==> config.mk <==
export PLATFORM = sky130hd
export DESIGN_NAME = i2c_master_reg16_access
export DESIGN_NICKNAME = d
export VERILOG_FILES = /design/src/design/i2cm_pkg.sv /design/src/design/i2cm_wbuf.sv /design/src/design/i2cm_seq.sv /design/src/design/i2cm_rsp_q.sv /design/src/design/i2c_master_reg16_access.sv
export VERILOG_INCLUDE_DIRS = /design/src /design/src/design
export SDC_FILE = /design/constraint.sdc
export NUM_CORES = 1
export LEC_CHECK = 0
export BUFFER_PORTS_ARGS = -buffer_cell sky130_fd_sc_hd__buf_2
export CORE_MARGIN = 4
export CORE_UTILIZATION = 60
export CTS_BUF_LIST = sky130_fd_sc_hd__clkbuf_8
export CTS_CLUSTER_SIZE = 24
export DETAILED_ROUTE_END_ITERATION = 8
export PLACE_DENSITY_LB_ADDON = 0.05
export SETUP_SLACK_MARGIN = 0.4
export SYNTH_ARGS = -nofsm -noshare
export SYNTH_HDL_FRONTEND = slang
export SYNTH_SLANG_ARGS = --single-unit
==> constraint.sdc <==
create_clock -name clock -period 10.1 [get_ports clock]
set_clock_uncertainty 0.1 [all_clocks]
set_input_delay 1.515 -clock clock [delete_from_list [all_inputs] [get_ports clock]]
set_output_delay 1.515 -clock clock [all_outputs]
set_load 0.02 [all_outputs]
==> src/design/i2c_master_reg16_access_defines.svh <==
// Assertion macros shared by the I2C register access block.
`ifndef I2C_MASTER_REG16_ACCESS_DEFINES_SVH
`define I2C_MASTER_REG16_ACCESS_DEFINES_SVH

`ifndef SYNTH

// Same-cycle implication.
`define I2CM_ASSERT_IMPLY(label, clk, rst, a, b) \
   label: assert property (@(posedge clk) disable iff (rst) (a) |-> (b)) \
      else $error("implication check failed");

// Next-cycle implication.
`define I2CM_ASSERT_NEXT(label, clk, rst, a, b) \
   label: assert property (@(posedge clk) disable iff (rst) (a) |=> (b)) \
      else $error("next-cycle check failed");

// Condition that must never hold.
`define I2CM_ASSERT_NEVER(label, clk, rst, a) \
   label: assert property (@(posedge clk) disable iff (rst) !(a)) \
      else $error("forbidden condition seen");

`else

`define I2CM_ASSERT_IMPLY(label, clk, rst, a, b)
`define I2CM_ASSERT_NEXT(label, clk, rst, a, b)
`define I2CM_ASSERT_NEVER(label, clk, rst, a)

`endif

`endif

==> src/design/i2cm_pkg.sv <==
// Types and constants of the I2C register access block.
`default_nettype none

package i2cm_pkg;

   localparam int MAX_BYTES = 16;
   localparam int BUF_AW    = $clog2(MAX_BYTES);

   localparam logic [15:0] PHASE_DIV_RESET = 16'd5000;

   localparam logic [1:0] OP_TICK  = 2'd0;
   localparam logic [1:0] OP_BEGIN = 2'd1;
   localparam logic [1:0] OP_PUSH  = 2'd2;

   typedef enum logic [4:0] {
      PH_IDLE, ST_SDA1, ST_SCLH, ST_SDA0, ST_SCLL,
      WB_SDA, WB_SCLH, WB_SCLL, WA_SDA1, WA_SCLH, WA_READ, WA_SCLL,
      RB_SDA1, RB_SCLH, RB_READ, RB_SCLL, RA_SDA, RA_SCLH, RA_SCLL, RA_SDA1,
      SP_SDA0, SP_SCLH, SP_SDA1
   } phase_type;

   typedef enum logic [2:0] {
      SG_ADDR_W, SG_REG_HI, SG_REG_LO, SG_DATA_W, SG_ADDR_R
   } stage_type;

   typedef struct packed {
      logic [1:0]  op;
      logic [6:0]  dev_addr;
      logic [15:0] reg_addr;
      logic [4:0]  byte_count;
      logic        is_read;
      logic [7:0]  wr_byte;
      logic        sda_in;
   } req_item_type;

   typedef struct packed {
      logic        scl_out;
      logic        sda_out;
      logic [7:0]  read_byte;
      logic        read_valid;
      logic        read_last;
      logic        done_res;
      logic        nack_error;
      logic        busy_res;
   } rsp_item_type;

endpackage

`default_nettype wire

==> src/design/i2cm_wbuf.sv <==
// Write data buffer: one write port, one registered read port.
`default_nettype none

module i2cm_wbuf (
   input  wire logic                      clock,
   input  wire logic                      wr_en,
   input  wire logic [i2cm_pkg::BUF_AW-1:0] wr_addr,
   input  wire logic [7:0]                wr_data,
   input  wire logic [i2cm_pkg::BUF_AW-1:0] rd_addr,
   output logic      [7:0]                rd_data
);
   import i2cm_pkg::*;

   logic [7:0] mem [MAX_BYTES];
   logic [7:0] rd_data_ff;

   // Write on enable, read every cycle
   always_ff @(posedge clock) begin
      if (wr_en) begin
         mem[wr_addr] <= wr_data;
      end
      rd_data_ff <= mem[rd_addr];
   end

   assign rd_data = rd_data_ff;

endmodule

`default_nettype wire

==> src/design/i2cm_seq.sv <==
// Line sequencer, phase divider and command latch around the write buffer.
`default_nettype none
`include "i2c_master_reg16_access_defines.svh"

module i2cm_seq (
   input  wire logic                  clock,
   input  wire logic                  reset,
   input  wire logic                  csr_wr_en,
   input  wire logic [15:0]           csr_wr_data,
   input  wire logic                  item_accept,
   input  wire i2cm_pkg::req_item_type item,
   output i2cm_pkg::rsp_item_type     res
);
   import i2cm_pkg::*;

   phase_type   ph_ff, ph_in;
   stage_type   stage_ff, stage_in;
   logic [3:0]  bit_cnt_ff, bit_cnt_in;
   logic [4:0]  byte_cnt_ff, byte_cnt_in;
   logic [7:0]  shift_ff, shift_in;
   logic [15:0] div_cnt_ff, div_cnt_in;
   logic [6:0]  cmd_dev_ff, cmd_dev_in;
   logic [15:0] cmd_reg_ff, cmd_reg_in;
   logic [4:0]  cmd_count_ff, cmd_count_in;
   logic        cmd_read_ff, cmd_read_in;
   logic        ack_ff, ack_in;
   logic        err_ff, err_in;
   logic [4:0]  fill_ff, fill_in;
   logic        scl_lvl_ff, scl_lvl_in;
   logic        sda_lvl_ff, sda_lvl_in;
   logic [15:0] pd_ff;

   logic [15:0]        div_eff;
   logic [16:0]        div_sum;
   logic [4:0]         bc_inc;
   logic               last_rd;
   logic               entered;
   logic               buf_consume;
   logic               buf_wr_en;
   logic [BUF_AW-1:0]  buf_wr_addr;
   logic [BUF_AW-1:0]  buf_rd_addr;
   logic [7:0]         buf_rd_data;

   i2cm_wbuf u_wbuf (
      .clock   (clock),
      .wr_en   (buf_wr_en),
      .wr_addr (buf_wr_addr),
      .wr_data (item.wr_byte),
      .rd_addr (buf_rd_addr),
      .rd_data (buf_rd_data)
   );

   // Prefetch the entry the next data byte will need
   assign bc_inc      = byte_cnt_ff + 5'd1;
   assign buf_rd_addr = (stage_ff == SG_DATA_W) ? bc_inc[BUF_AW-1:0] : '0;
   assign buf_wr_addr = fill_ff[BUF_AW-1:0];

   assign div_eff = (pd_ff == 16'd0) ? 16'd1 : pd_ff;
   assign div_sum = {1'b0, div_cnt_ff} + 17'd1;
   assign last_rd = ({1'b0, byte_cnt_ff} + 6'd1) >= {1'b0, cmd_count_ff};

   // Next state and result for the current item
   always_comb begin
      ph_in        = ph_ff;
      stage_in     = stage_ff;
      bit_cnt_in   = bit_cnt_ff;
      byte_cnt_in  = byte_cnt_ff;
      shift_in     = shift_ff;
      div_cnt_in   = div_cnt_ff;
      cmd_dev_in   = cmd_dev_ff;
      cmd_reg_in   = cmd_reg_ff;
      cmd_count_in = cmd_count_ff;
      cmd_read_in  = cmd_read_ff;
      ack_in       = ack_ff;
      err_in       = err_ff;
      fill_in      = fill_ff;
      scl_lvl_in   = scl_lvl_ff;
      sda_lvl_in   = sda_lvl_ff;
      entered      = 1'b0;
      buf_consume  = 1'b0;
      buf_wr_en    = 1'b0;
      res          = '0;

      case (item.op)
         OP_BEGIN: begin
            if (ph_ff == PH_IDLE) begin
               cmd_dev_in   = item.dev_addr;
               cmd_reg_in   = item.reg_addr;
               cmd_count_in = (item.byte_count > 5'(MAX_BYTES)) ?
                              5'(MAX_BYTES) : item.byte_count;
               cmd_read_in  = item.is_read;
               if (!item.is_read) begin
                  fill_in = '0;
               end
               stage_in    = SG_ADDR_W;
               byte_cnt_in = '0;
               bit_cnt_in  = '0;
               shift_in    = '0;
               ack_in      = 1'b0;
               err_in      = 1'b0;
               div_cnt_in  = '0;
               ph_in       = ST_SDA1;
               entered     = 1'b1;
            end
         end
         OP_PUSH: begin
            if (ph_ff == PH_IDLE && fill_ff < 5'(MAX_BYTES)) begin
               buf_wr_en = item_accept;
               fill_in   = fill_ff + 5'd1;
            end
         end
         OP_TICK: begin
            if (ph_ff != PH_IDLE) begin
               if (div_sum >= {1'b0, div_eff}) begin
                  div_cnt_in = '0;
                  entered    = 1'b1;
                  // End the current line window
                  case (ph_ff)
                     ST_SDA1: ph_in = ST_SCLH;
                     ST_SCLH: ph_in = ST_SDA0;
                     ST_SDA0: ph_in = ST_SCLL;
                     ST_SCLL: begin
                        shift_in   = {cmd_dev_ff, stage_ff == SG_ADDR_R};
                        bit_cnt_in = '0;
                        ph_in      = WB_SDA;
                     end
                     WB_SDA:  ph_in = WB_SCLH;
                     WB_SCLH: ph_in = WB_SCLL;
                     WB_SCLL: begin
                        shift_in   = {shift_ff[6:0], 1'b0};
                        bit_cnt_in = bit_cnt_ff + 4'd1;
                        ph_in      = (bit_cnt_in >= 4'd8) ? WA_SDA1 : WB_SDA;
                     end
                     WA_SDA1: ph_in = WA_SCLH;
                     WA_SCLH: ph_in = WA_READ;
                     WA_READ: begin
                        ack_in = (item.sda_in == 1'b0);
                        ph_in  = WA_SCLL;
                     end
                     WA_SCLL: begin
                        if (!ack_ff) begin
                           err_in = 1'b1;
                           ph_in  = SP_SDA0;
                        end else begin
                           case (stage_ff)
                              SG_ADDR_W: begin
                                 stage_in   = SG_REG_HI;
                                 shift_in   = cmd_reg_ff[15:8];
                                 bit_cnt_in = '0;
                                 ph_in      = WB_SDA;
                              end
                              SG_REG_HI: begin
                                 stage_in   = SG_REG_LO;
                                 shift_in   = cmd_reg_ff[7:0];
                                 bit_cnt_in = '0;
                                 ph_in      = WB_SDA;
                              end
                              SG_REG_LO: begin
                                 if (cmd_read_ff) begin
                                    stage_in = SG_ADDR_R;
                                    ph_in    = ST_SDA1;
                                 end else begin
                                    stage_in    = SG_DATA_W;
                                    byte_cnt_in = '0;
                                    if (cmd_count_ff != 5'd0) begin
                                       buf_consume = 1'b1;
                                       shift_in    = buf_rd_data;
                                       bit_cnt_in  = '0;
                                       ph_in       = WB_SDA;
                                    end else begin
                                       ph_in = SP_SDA0;
                                    end
                                 end
                              end
                              SG_DATA_W: begin
                                 byte_cnt_in = bc_inc;
                                 if (bc_inc < cmd_count_ff) begin
                                    buf_consume = 1'b1;
                                    shift_in    = buf_rd_data;
                                    bit_cnt_in  = '0;
                                    ph_in       = WB_SDA;
                                 end else begin
                                    ph_in = SP_SDA0;
                                 end
                              end
                              default: begin
                                 byte_cnt_in = '0;
                                 if (cmd_count_ff != 5'd0) begin
                                    shift_in   = '0;
                                    bit_cnt_in = '0;
                                    ph_in      = RB_SDA1;
                                 end else begin
                                    ph_in = SP_SDA0;
                                 end
                              end
                           endcase
                        end
                     end
                     RB_SDA1: ph_in = RB_SCLH;
                     RB_SCLH: ph_in = RB_READ;
                     RB_READ: begin
                        shift_in   = {shift_ff[6:0], item.sda_in};
                        bit_cnt_in = bit_cnt_ff + 4'd1;
                        if (bit_cnt_in >= 4'd8) begin
                           res.read_byte  = shift_in;
                           res.read_valid = 1'b1;
                           res.read_last  = last_rd;
                        end
                        ph_in = RB_SCLL;
                     end
                     RB_SCLL: ph_in = (bit_cnt_ff >= 4'd8) ? RA_SDA : RB_SCLH;
                     RA_SDA:  ph_in = RA_SCLH;
                     RA_SCLH: ph_in = RA_SCLL;
                     RA_SCLL: ph_in = RA_SDA1;
                     RA_SDA1: begin
                        byte_cnt_in = bc_inc;
                        if (bc_inc < cmd_count_ff) begin
                           shift_in   = '0;
                           bit_cnt_in = '0;
                           ph_in      = RB_SDA1;
                        end else begin
                           ph_in = SP_SDA0;
                        end
                     end
                     SP_SDA0: ph_in = SP_SCLH;
                     SP_SCLH: ph_in = SP_SDA1;
                     default: begin
                        // STOP window over: report and drop to idle
                        entered        = 1'b0;
                        res.done_res   = 1'b1;
                        res.nack_error = err_ff;
                        ph_in          = PH_IDLE;
                     end
                  endcase
               end else begin
                  div_cnt_in = div_sum[15:0];
               end
            end
         end
         default: ;
      endcase

      // Apply the line action of a newly entered phase
      if (entered) begin
         if (ph_in inside {ST_SDA1, WA_SDA1, RB_SDA1, RA_SDA1, SP_SDA1}) begin
            sda_lvl_in = 1'b1;
         end else if (ph_in inside {ST_SDA0, SP_SDA0}) begin
            sda_lvl_in = 1'b0;
         end else if (ph_in inside {ST_SCLH, WB_SCLH, WA_SCLH, RB_SCLH, RA_SCLH,
                                    SP_SCLH}) begin
            scl_lvl_in = 1'b1;
         end else if (ph_in inside {ST_SCLL, WB_SCLL, WA_SCLL, RB_SCLL, RA_SCLL}) begin
            scl_lvl_in = 1'b0;
         end else if (ph_in == WB_SDA) begin
            sda_lvl_in = shift_in[7];
         end else if (ph_in == RA_SDA) begin
            sda_lvl_in = last_rd;
         end
      end

      res.scl_out  = scl_lvl_in;
      res.sda_out  = sda_lvl_in;
      res.busy_res = (ph_in != PH_IDLE);
   end

   // Hold the divider setting
   always_ff @(posedge clock) begin
      if (reset) begin
         pd_ff <= PHASE_DIV_RESET;
      end else if (csr_wr_en) begin
         pd_ff <= csr_wr_data;
      end
   end

   // Advance the sequencer on each accepted item
   always_ff @(posedge clock) begin
      if (reset) begin
         ph_ff        <= PH_IDLE;
         stage_ff     <= SG_ADDR_W;
         bit_cnt_ff   <= '0;
         byte_cnt_ff  <= '0;
         shift_ff     <= '0;
         div_cnt_ff   <= '0;
         cmd_dev_ff   <= '0;
         cmd_reg_ff   <= '0;
         cmd_count_ff <= '0;
         cmd_read_ff  <= 1'b0;
         ack_ff       <= 1'b0;
         err_ff       <= 1'b0;
         fill_ff      <= '0;
         scl_lvl_ff   <= 1'b1;
         sda_lvl_ff   <= 1'b1;
      end else if (item_accept) begin
         ph_ff        <= ph_in;
         stage_ff     <= stage_in;
         bit_cnt_ff   <= bit_cnt_in;
         byte_cnt_ff  <= byte_cnt_in;
         shift_ff     <= shift_in;
         div_cnt_ff   <= div_cnt_in;
         cmd_dev_ff   <= cmd_dev_in;
         cmd_reg_ff   <= cmd_reg_in;
         cmd_count_ff <= cmd_count_in;
         cmd_read_ff  <= cmd_read_in;
         ack_ff       <= ack_in;
         err_ff       <= err_in;
         fill_ff      <= fill_in;
         scl_lvl_ff   <= scl_lvl_in;
         sda_lvl_ff   <= sda_lvl_in;
      end
   end

   // Prefetched buffer data must come from a settled address with no write in flight
   `I2CM_ASSERT_IMPLY(a_buf_prefetch_settled, clock, reset, item_accept && buf_consume, $past(buf_rd_addr) == buf_rd_addr && !$past(buf_wr_en))
   // Leaving a transaction always reports done
   `I2CM_ASSERT_IMPLY(a_done_on_idle, clock, reset, item_accept && ph_ff != PH_IDLE && ph_in == PH_IDLE, res.done_res)
   // Received bytes only appear in a read transaction
   `I2CM_ASSERT_IMPLY(a_read_only_in_read, clock, reset, item_accept && res.read_valid, cmd_read_ff && stage_ff == SG_ADDR_R)

endmodule

`default_nettype wire

==> src/design/i2cm_rsp_q.sv <==
// Two-entry result queue between the sequencer and the result channel.
`default_nettype none
`include "i2c_master_reg16_access_defines.svh"

module i2cm_rsp_q (
   input  wire logic                   clock,
   input  wire logic                   reset,
   input  wire logic                   push,
   input  wire i2cm_pkg::rsp_item_type push_item,
   output logic                        full,
   output logic                        rsp_valid,
   input  wire logic                   rsp_stall,
   output i2cm_pkg::rsp_item_type      rsp_item
);
   import i2cm_pkg::*;

   rsp_item_type head_ff;
   rsp_item_type tail_ff;
   logic [1:0]   count_ff;
   logic         pop;

   assign rsp_valid = (count_ff != 2'd0);
   assign full      = (count_ff == 2'd2);
   assign pop       = rsp_valid && !rsp_stall;
   assign rsp_item  = head_ff;

   // Track occupancy
   always_ff @(posedge clock) begin
      if (reset) begin
         count_ff <= '0;
      end else begin
         count_ff <= count_ff + {1'b0, push} - {1'b0, pop};
      end
   end

   // Shift up on pop, write new item into the first free slot
   always_ff @(posedge clock) begin
      if (pop && count_ff == 2'd2) begin
         head_ff <= tail_ff;
      end
      if (push) begin
         if ((count_ff - {1'b0, pop}) == 2'd0) begin
            head_ff <= push_item;
         end else begin
            tail_ff <= push_item;
         end
      end
   end

   `I2CM_ASSERT_NEVER(a_count_range, clock, reset, count_ff == 2'd3)
   `I2CM_ASSERT_NEXT(a_push_grows, clock, reset, push && !pop, count_ff == $past(count_ff) + 2'd1)
   `I2CM_ASSERT_NEXT(a_pop_shrinks, clock, reset, pop && !push, count_ff == $past(count_ff) - 2'd1)

endmodule

`default_nettype wire

==> src/design/i2c_master_reg16_access.sv <==
// Top level of the pin-level I2C master for 16-bit register accesses.
`default_nettype none

// Takes one item per clock and gives exactly one result item per item: the
// sequencer reads its state and the write buffer, computes the new line levels
// and writes the state back in the cycle the item is accepted, and the result
// goes into a two-entry queue. The request side stalls only when that queue
// holds two results not yet taken. The write buffer is a synchronous memory
// whose read port prefetches the entry of the next data byte, so reads never
// stall the sequencer. There is no clearing pass after reset; a write that
// sends more bytes than were pushed sends stale buffer contents. The divider
// register may be written at any time but is meant to change only while idle.
module i2c_master_reg16_access (
   input  wire logic        clock,
   input  wire logic        reset,
   input  wire logic        csr_wr_en,
   input  wire logic [15:0] csr_wr_data,
   input  wire logic        req_valid,
   output logic             req_stall,
   input  wire logic [1:0]  req_op,
   input  wire logic [6:0]  req_dev_addr,
   input  wire logic [15:0] req_reg_addr,
   input  wire logic [4:0]  req_byte_count,
   input  wire logic        req_is_read,
   input  wire logic [7:0]  req_wr_byte,
   input  wire logic        req_sda_in,
   output logic             rsp_valid,
   input  wire logic        rsp_stall,
   output logic             rsp_scl_out,
   output logic             rsp_sda_out,
   output logic [7:0]       rsp_read_byte,
   output logic             rsp_read_valid,
   output logic             rsp_read_last,
   output logic             rsp_done_res,
   output logic             rsp_nack_error,
   output logic             rsp_busy_res
);
   import i2cm_pkg::*;

   req_item_type item;
   rsp_item_type seq_res;
   rsp_item_type q_item;
   logic         q_full;
   logic         item_accept;

   assign req_stall   = q_full;
   assign item_accept = req_valid && !q_full;

   assign item.op         = req_op;
   assign item.dev_addr   = req_dev_addr;
   assign item.reg_addr   = req_reg_addr;
   assign item.byte_count = req_byte_count;
   assign item.is_read    = req_is_read;
   assign item.wr_byte    = req_wr_byte;
   assign item.sda_in     = req_sda_in;

   i2cm_seq u_seq (
      .clock       (clock),
      .reset       (reset),
      .csr_wr_en   (csr_wr_en),
      .csr_wr_data (csr_wr_data),
      .item_accept (item_accept),
      .item        (item),
      .res         (seq_res)
   );

   i2cm_rsp_q u_rsp_q (
      .clock     (clock),
      .reset     (reset),
      .push      (item_accept),
      .push_item (seq_res),
      .full      (q_full),
      .rsp_valid (rsp_valid),
      .rsp_stall (rsp_stall),
      .rsp_item  (q_item)
   );

   assign rsp_scl_out    = q_item.scl_out;
   assign rsp_sda_out    = q_item.sda_out;
   assign rsp_read_byte  = q_item.read_byte;
   assign rsp_read_valid = q_item.read_valid;
   assign rsp_read_last  = q_item.read_last;
   assign rsp_done_res   = q_item.done_res;
   assign rsp_nack_error = q_item.nack_error;
   assign rsp_busy_res   = q_item.busy_res;

endmodule

`default_nettype wire
==> results of run 1 <==
==> critical path, delay by kind of cell, from the launching register on <==
kind	cells	cell delay, ns
AO/OA/AOI/OAI	6	1.19
XOR/XNOR	1	0.17
adder cells (fa/ha/maj)	1	0.32
flip-flops	1	0.42
multiplexers	2	1.00
AND/OR/NAND/NOR	8	1.79
==> per-stage QoR <==
step                       util  setup WS (ns)
after floorplan               -           5.97
after global placement    0.646           5.23
after detailed placement  0.646           5.10
after CTS                 0.686           5.07
after global routing      0.686           4.48
final                     0.686           5.01
==> flip-flops by register name, summed over array words and instances, names as in the netlist <==
signal                cells
u_rsp_q.count_ff          2
u_rsp_q.rsp_item         15
u_rsp_q.tail_ff          15
u_seq.ack_ff              1
u_seq.bit_cnt_ff          4
u_seq.byte_cnt_ff         5
u_seq.cmd_count_ff        5
u_seq.cmd_dev_ff          7
u_seq.cmd_read_ff         1
u_seq.cmd_reg_ff         16
u_seq.div_cnt_ff         16
u_seq.err_ff              1
u_seq.fill_ff             5
u_seq.pd_ff              16
u_seq.ph_ff               5
u_seq.scl_lvl_ff          1
u_seq.sda_lvl_ff          1
u_seq.shift_ff            8
u_seq.stage_ff            3
u_seq.u_wbuf.mem        128
u_seq.u_wbuf.rd_data      8
==> synthesized netlist by cell type, types with 15 or more instances <==
master	instances	share of area
edfxtp_1	143	0.34
nand3_1	32	0.013
and3_1	15	0.0074
mux2i_1	48	0.038
a21oi_1	114	0.045
ha_1	31	0.031
nor2_1	120	0.036
dfxtp_1	120	0.19
nand2_1	163	0.048
clkbuf_1	49	0.015
o21ai_0	45	0.018
inv_1	43	0.013
nor3_1	21	0.0083
and2_1	15	0.0074
xnor2_1	16	0.011
buf_2	15	0.0059
o211ai_1	23	0.014
==> power breakdown <==
part | internal [mW] | leakage [nW] | switching, mW | total [mW]
clock | 0.482 | 0.448 | 0.416 | 0.898
sequential | 1.20 | 2.27 | 0.0379 | 1.24
combinational | 0.111 | 2.43 | 0.204 | 0.315
total | 1.79 | 5.14 | 0.658 | 2.45
==> cell type report <==
cell class / instances / area (um^2)
inverters: 46 / 173
clock inverters: 28 / 185
clock buffers: 47 / 647
fillers: 1667 / 6430
repair buffers: 92 / 498
multi-input cells: 874 / 5530
well taps: 270 / 338
flip-flops and latches: 263 / 6700
==> cell usage in the layout (no fill, tap or decap), types with 16 or more instances in the layout <==
cell	instances
nor3_1	20
clkbuf_8	47
nor2_1	120
mux2i_1	48
inv_1	51
nand2_1	163
a21oi_1	114
edfxtp_1	143
ha_1	31
o211ai_1	23
nand3_1	32
dfxtp_1	120
o21ai_0	45
buf_2	77
xnor2_1	16
==> layer usage <==
| metal | track usage | part of all wire | up-vias |
|---|---|---|---|
| met5 | 0 | 0 | - |
| met3 | 0.0351 | 0.056 | 72 |
| met2 | 0.416 | 0.48 | 300 |
| met1 | 0.332 | 0.43 | 4584 |
| met4 | 0.0963 | 0.030 | 0 |
| li1 | - | - | 4719 |
==> cells by family (layout without fill, tap and decap cells) <==
| group | Yosys count | in the layout | synth area share |
|---|---|---|---|
| xor+xnor | 25 | 25 | 0.0173 |
| flops | 263 | 263 | 0.528 |
| simple gates | 445 | 445 | 0.163 |
| fa+ha+maj | 31 | 31 | 0.0306 |
| mux | 65 | 65 | 0.0601 |
| compound gates | 308 | 308 | 0.164 |
| buf+inv | 115 | 213 | 0.0363 |
==> final timing paths <==
check / from / slack [ns] / depth (start not counted) / end
worst min-delay path: u_seq.cmd_reg_ff[1] / 0.35 / 2 / u_seq.cmd_reg_ff[1]
worst min register to register: u_seq.cmd_reg_ff[1] / 0.35 / 2 / u_seq.cmd_reg_ff[1]
worst max-delay path: u_seq.div_cnt_ff[3] / 5.01 / 18 / u_rsp_q.rsp_item[13]
worst max register to register: u_seq.div_cnt_ff[3] / 5.01 / 18 / u_rsp_q.rsp_item[13]
==> metrics.cfg, run 1 <==
[floorplanning]
die_h_um=153
die_w_um=153
core.rowCount=52
ios=78
dieArea_um2=23500
core_region_area_um2=20500
start_util=0.618

[global_routing]
grt_pass1_vias=9346
grt_pass1_wl_um=48000
grt_use_total=0.249
grt-ovfl-total=0
antenna_found_initial=0
grt_start_max_net_pins=46

[critical_path]
worstPathRequired_ns=10.44
critPathKind=register to register
crit_path_top_delay_cell=mux2i_1
crit_fanout=14
worst_setup_path_start_kind=register
crit_top_cell=nand3_1
worstPathArrival_ns=5.43
path_cells=and4_4 > and2_1 > nand3_1 > nor2_1 > nand3_1 > xnor2_1 > ha_1 > nand3_1 > nor3_1 > o21ai_2 > a31oi_4 > mux2i_1 > mux2i_1 > or3_1 > a31oi_1 > a211oi_2 > o22a_2 > o21a_1
crit_path_end_kind=register
critPathMaxStageDelay_ns=0.84

[clocking]
clkSinkCount=263
clk_path_buf_depth=3
cts-buffers-inserted=42
post_cts_resized=0
postCtsHoldBufs=0
cts.clk_slew.worst_paths_ns=0.06
cts_setup_buffers=0
h-tree-depth=2
clock_latency_ns=0.56
cts_root_buf=clkbuf_8
cts_tree=done

[route]
firstDrtPassIters=5
drt_iter0_markers=945
totalWireLength_um=29800
wl_per_cell_um=18.4
vias=9675
via_per_inst=5.97
drc=0
antenna_left=0

[timing]
slew_viol_final=0
tns_ns=0
slew_headroom=0.219
fin_crit_ns=5.09
holdWs_ns=0.354
grt_setup_unrepaired=no
timing.final.crit_share=0.504
setup_viol=0
max_freq_ghz=0.196
hold_viol_final=0
tightest_slew_ns=1.16

[logic_synthesis]
yosys_warnings=0
yosysSeqAreaShare=0.528
synthesis.nets=1344
synth_cells=1252
yosys_register_bits=263
async_flop_share=0
ys.flop_type=edfxtp_1
synth_area_um2=12700
syn_area_per_cell_um2=10.1
synth_edf_count=143
ys_types=85

[run]
cap_violations=0

[power_and_ir_drop]
power_density_nw_per_um2=174
p_leak_nw=5.14
ir_worst_vdd_uv=139
fin_total_pwr_mw=2.45

[final_layout]
diodes=0
syn2layout_area_growth_pct=11.0
design_area_um2=14100
instances_no_fill=1620
nets=1411
drive_above_1_share=0.145

[placed_design]
gp_congestion=0.918
hpwl_um=20300
dp.cells=1545
port_buffers=77
placed_area_um2=13200

[status]
outcome=finished, final reports clean

[min_path]
hp-class=register to register

Power figures use the tool's default switching activity.
==> run 2: changes to the inputs <==
==> constraint.sdc (replaced) <==
create_clock -name clock -period 5.25 [get_ports clock]
set_clock_uncertainty 0.1 [all_clocks]
set_input_delay 0.7875 -clock clock [delete_from_list [all_inputs] [get_ports clock]]
set_output_delay 0.7875 -clock clock [all_outputs]
set_load 0.02 [all_outputs]
==> run 2 against run 1 <==
Sequential share of layout area shrank 0.068 points. Non-clock buffer count rose by 5. First-iteration DRC count fell by 15%. Sequential power up 91%. Die area unchanged. Worst hold slack lost 0.0010 ns. Cell count rose by 0.49%. Clock power rose by 84%. Design area up 0.14%. Count of clock-buffer cells in the layout rose by 2. Register-to-register slack lost 4.3 ns. Largest cell class unchanged.
==> metrics.cfg, run 2 (same netlist as run 1, synthesis figures left out) <==
[clocking]
cts_setup_buffers=0
cts-buffers-inserted=43
clkSinkCount=263
cts.clk_slew.worst_paths_ns=0.06
clk_path_buf_depth=3
cts_root_buf=clkbuf_8
postCtsHoldBufs=0
post_cts_resized=0
clock_latency_ns=0.56
h-tree-depth=2
cts_tree=done

[final_layout]
instances_no_fill=1628
fin_util=0.687
max_flop_register=u_seq.u_wbuf.mem
largest_reg_flops=128
design_area_um2=14100
syn2layout_area_growth_pct=11.1
nets=1417
final_common_cell=nand2_1
diodes=0
final_cell_mix=nand2_1 (163), edfxtp_1 (143), dfxtp_1 (120)
drive_above_1_share=0.149

[critical_path]
r2r-end=u_rsp_q.rsp_item[13]
r2r_cells=19
regToRegStartpoint=u_seq.div_cnt_ff[3]
crit_path_end_kind=register
worst_setup_path_start_kind=register
critPathKind=register to register
timing.reg2reg.setup_slack_ns=0.70
crit_fanout=14
worstPathRequired_ns=5.58
worstPathArrival_ns=4.88

[timing]
hold_viol_final=0
tightest_slew_ns=1.05
slew_viol_final=0
timing.final.crit_share=0.866
grt_setup_unrepaired=no
setup_viol=0
max_freq_ghz=0.220
fin_crit_ns=4.55
slew_headroom=0.299
fin_ws_ns=0.703
holdWs_ns=0.353
tns_ns=0

[route]
drt_iter0_markers=802
totalWireLength_um=29600
wl_per_cell_um=18.2
vias=9704
via_per_inst=5.96
antenna_left=0
firstDrtPassIters=7
drc=0

[floorplanning]
start_util=0.618
die_w_um=153
core_region_area_um2=20500
dieArea_um2=23500
core.rowCount=52
die_h_um=153
ios=78

[min_path]
hold-path-cell-count=2
whs_endpoint=u_seq.cmd_count_ff[1]
hp-class=register to register
min_from=u_seq.cmd_count_ff[1]

[placed_design]
dp_slack_ns=0.716
dp.cells=1550
hpwl_um=20100
placed_area_um2=13300
gp_congestion=0.941
port_buffers=77

[power_and_ir_drop]
power_density_nw_per_um2=329
p_leak_nw=5.17
ir_worst_vdd_uv=297
fin_total_pwr_mw=4.64

[global_routing]
grt_start_max_net_pins=47
grt_use_total=0.245
grt_pass1_vias=9235
antenna_found_initial=0
grt-ovfl-total=0
grt_pass1_wl_um=47300

[run]
cap_violations=0

[status]
outcome=finished, final reports clean

==> run 2: cell count changes in the layout (fill, tap and decap cells not counted), sizes merged <==
cell,change
inv,+1
buf,+5
clkinvlp,-1
clkbuf,+2
bufinv,-2
clkinv,+3
==> run 2: worst max-delay path by stage <==
stage | cells after the start | slack [ns] | from | to
after floorplan | 18 | 1.12 | u_seq.div_cnt_ff[3] | u_rsp_q.rsp_item[13]
after global placement | 19 | 0.81 | u_seq.div_cnt_ff[3] | u_rsp_q.rsp_item[13]
after detailed placement | 19 | 0.72 | u_seq.div_cnt_ff[3] | u_rsp_q.rsp_item[13]
after CTS | 19 | 0.69 | u_seq.div_cnt_ff[3] | u_rsp_q.rsp_item[13]
after global routing | 19 | 0.44 | u_seq.div_cnt_ff[3] | u_rsp_q.rsp_item[13]
final | 19 | 0.70 | u_seq.div_cnt_ff[3] | u_rsp_q.rsp_item[13]
==> run 2: power by group <==
| part | leakage [nW] | switching [mW] | total [mW] | internal, mW |
|---|---|---|---|---|
| logic | 2.45 | 0.391 | 0.608 | 0.217 |
| clock network | 0.449 | 0.795 | 1.65 | 0.857 |
| registers | 2.27 | 0.0707 | 2.37 | 2.30 |
| total | 5.17 | 1.26 | 4.64 | 3.38 |
==> run 2: layout make-up <==
type | instances | area [um^2]
clock buffers | 49 | 674
well taps | 270 | 338
fillers | 1664 | 6410
flip-flops and latches | 263 | 6700
clock inverters | 29 | 134
repair buffers | 97 | 536
multi-input cells | 874 | 5540
inverters | 46 | 173
==> run 2: routing by layer <==
layer  up-vias  part of all wire  track usage
met1      4580              0.43        0.322
li1       4738                 -            -
met2       320              0.48        0.414
met3        66             0.061       0.0379
met4         0             0.029       0.0925
met5         -                 0            0
==> run 2: worst max-delay path, cell delays in order, from the launching register on <==
cell and delay, ns:
dfxtp_1 0.43, and4_4 0.28, and2_1 0.15, nand3_1 0.21, nor2_2 0.23, nand3_1 0.12
xnor2_1 0.16, ha_1 0.32, nand3_1 0.10, nor3_1 0.30, o21ai_2 0.18, a31oi_4 0.37
mux2i_1 0.24, buf_4 0.21, mux2i_1 0.08, or3_1 0.31, a31oi_1 0.17, a211oi_2 0.08
o22a_2 0.22, o21a_1 0.18
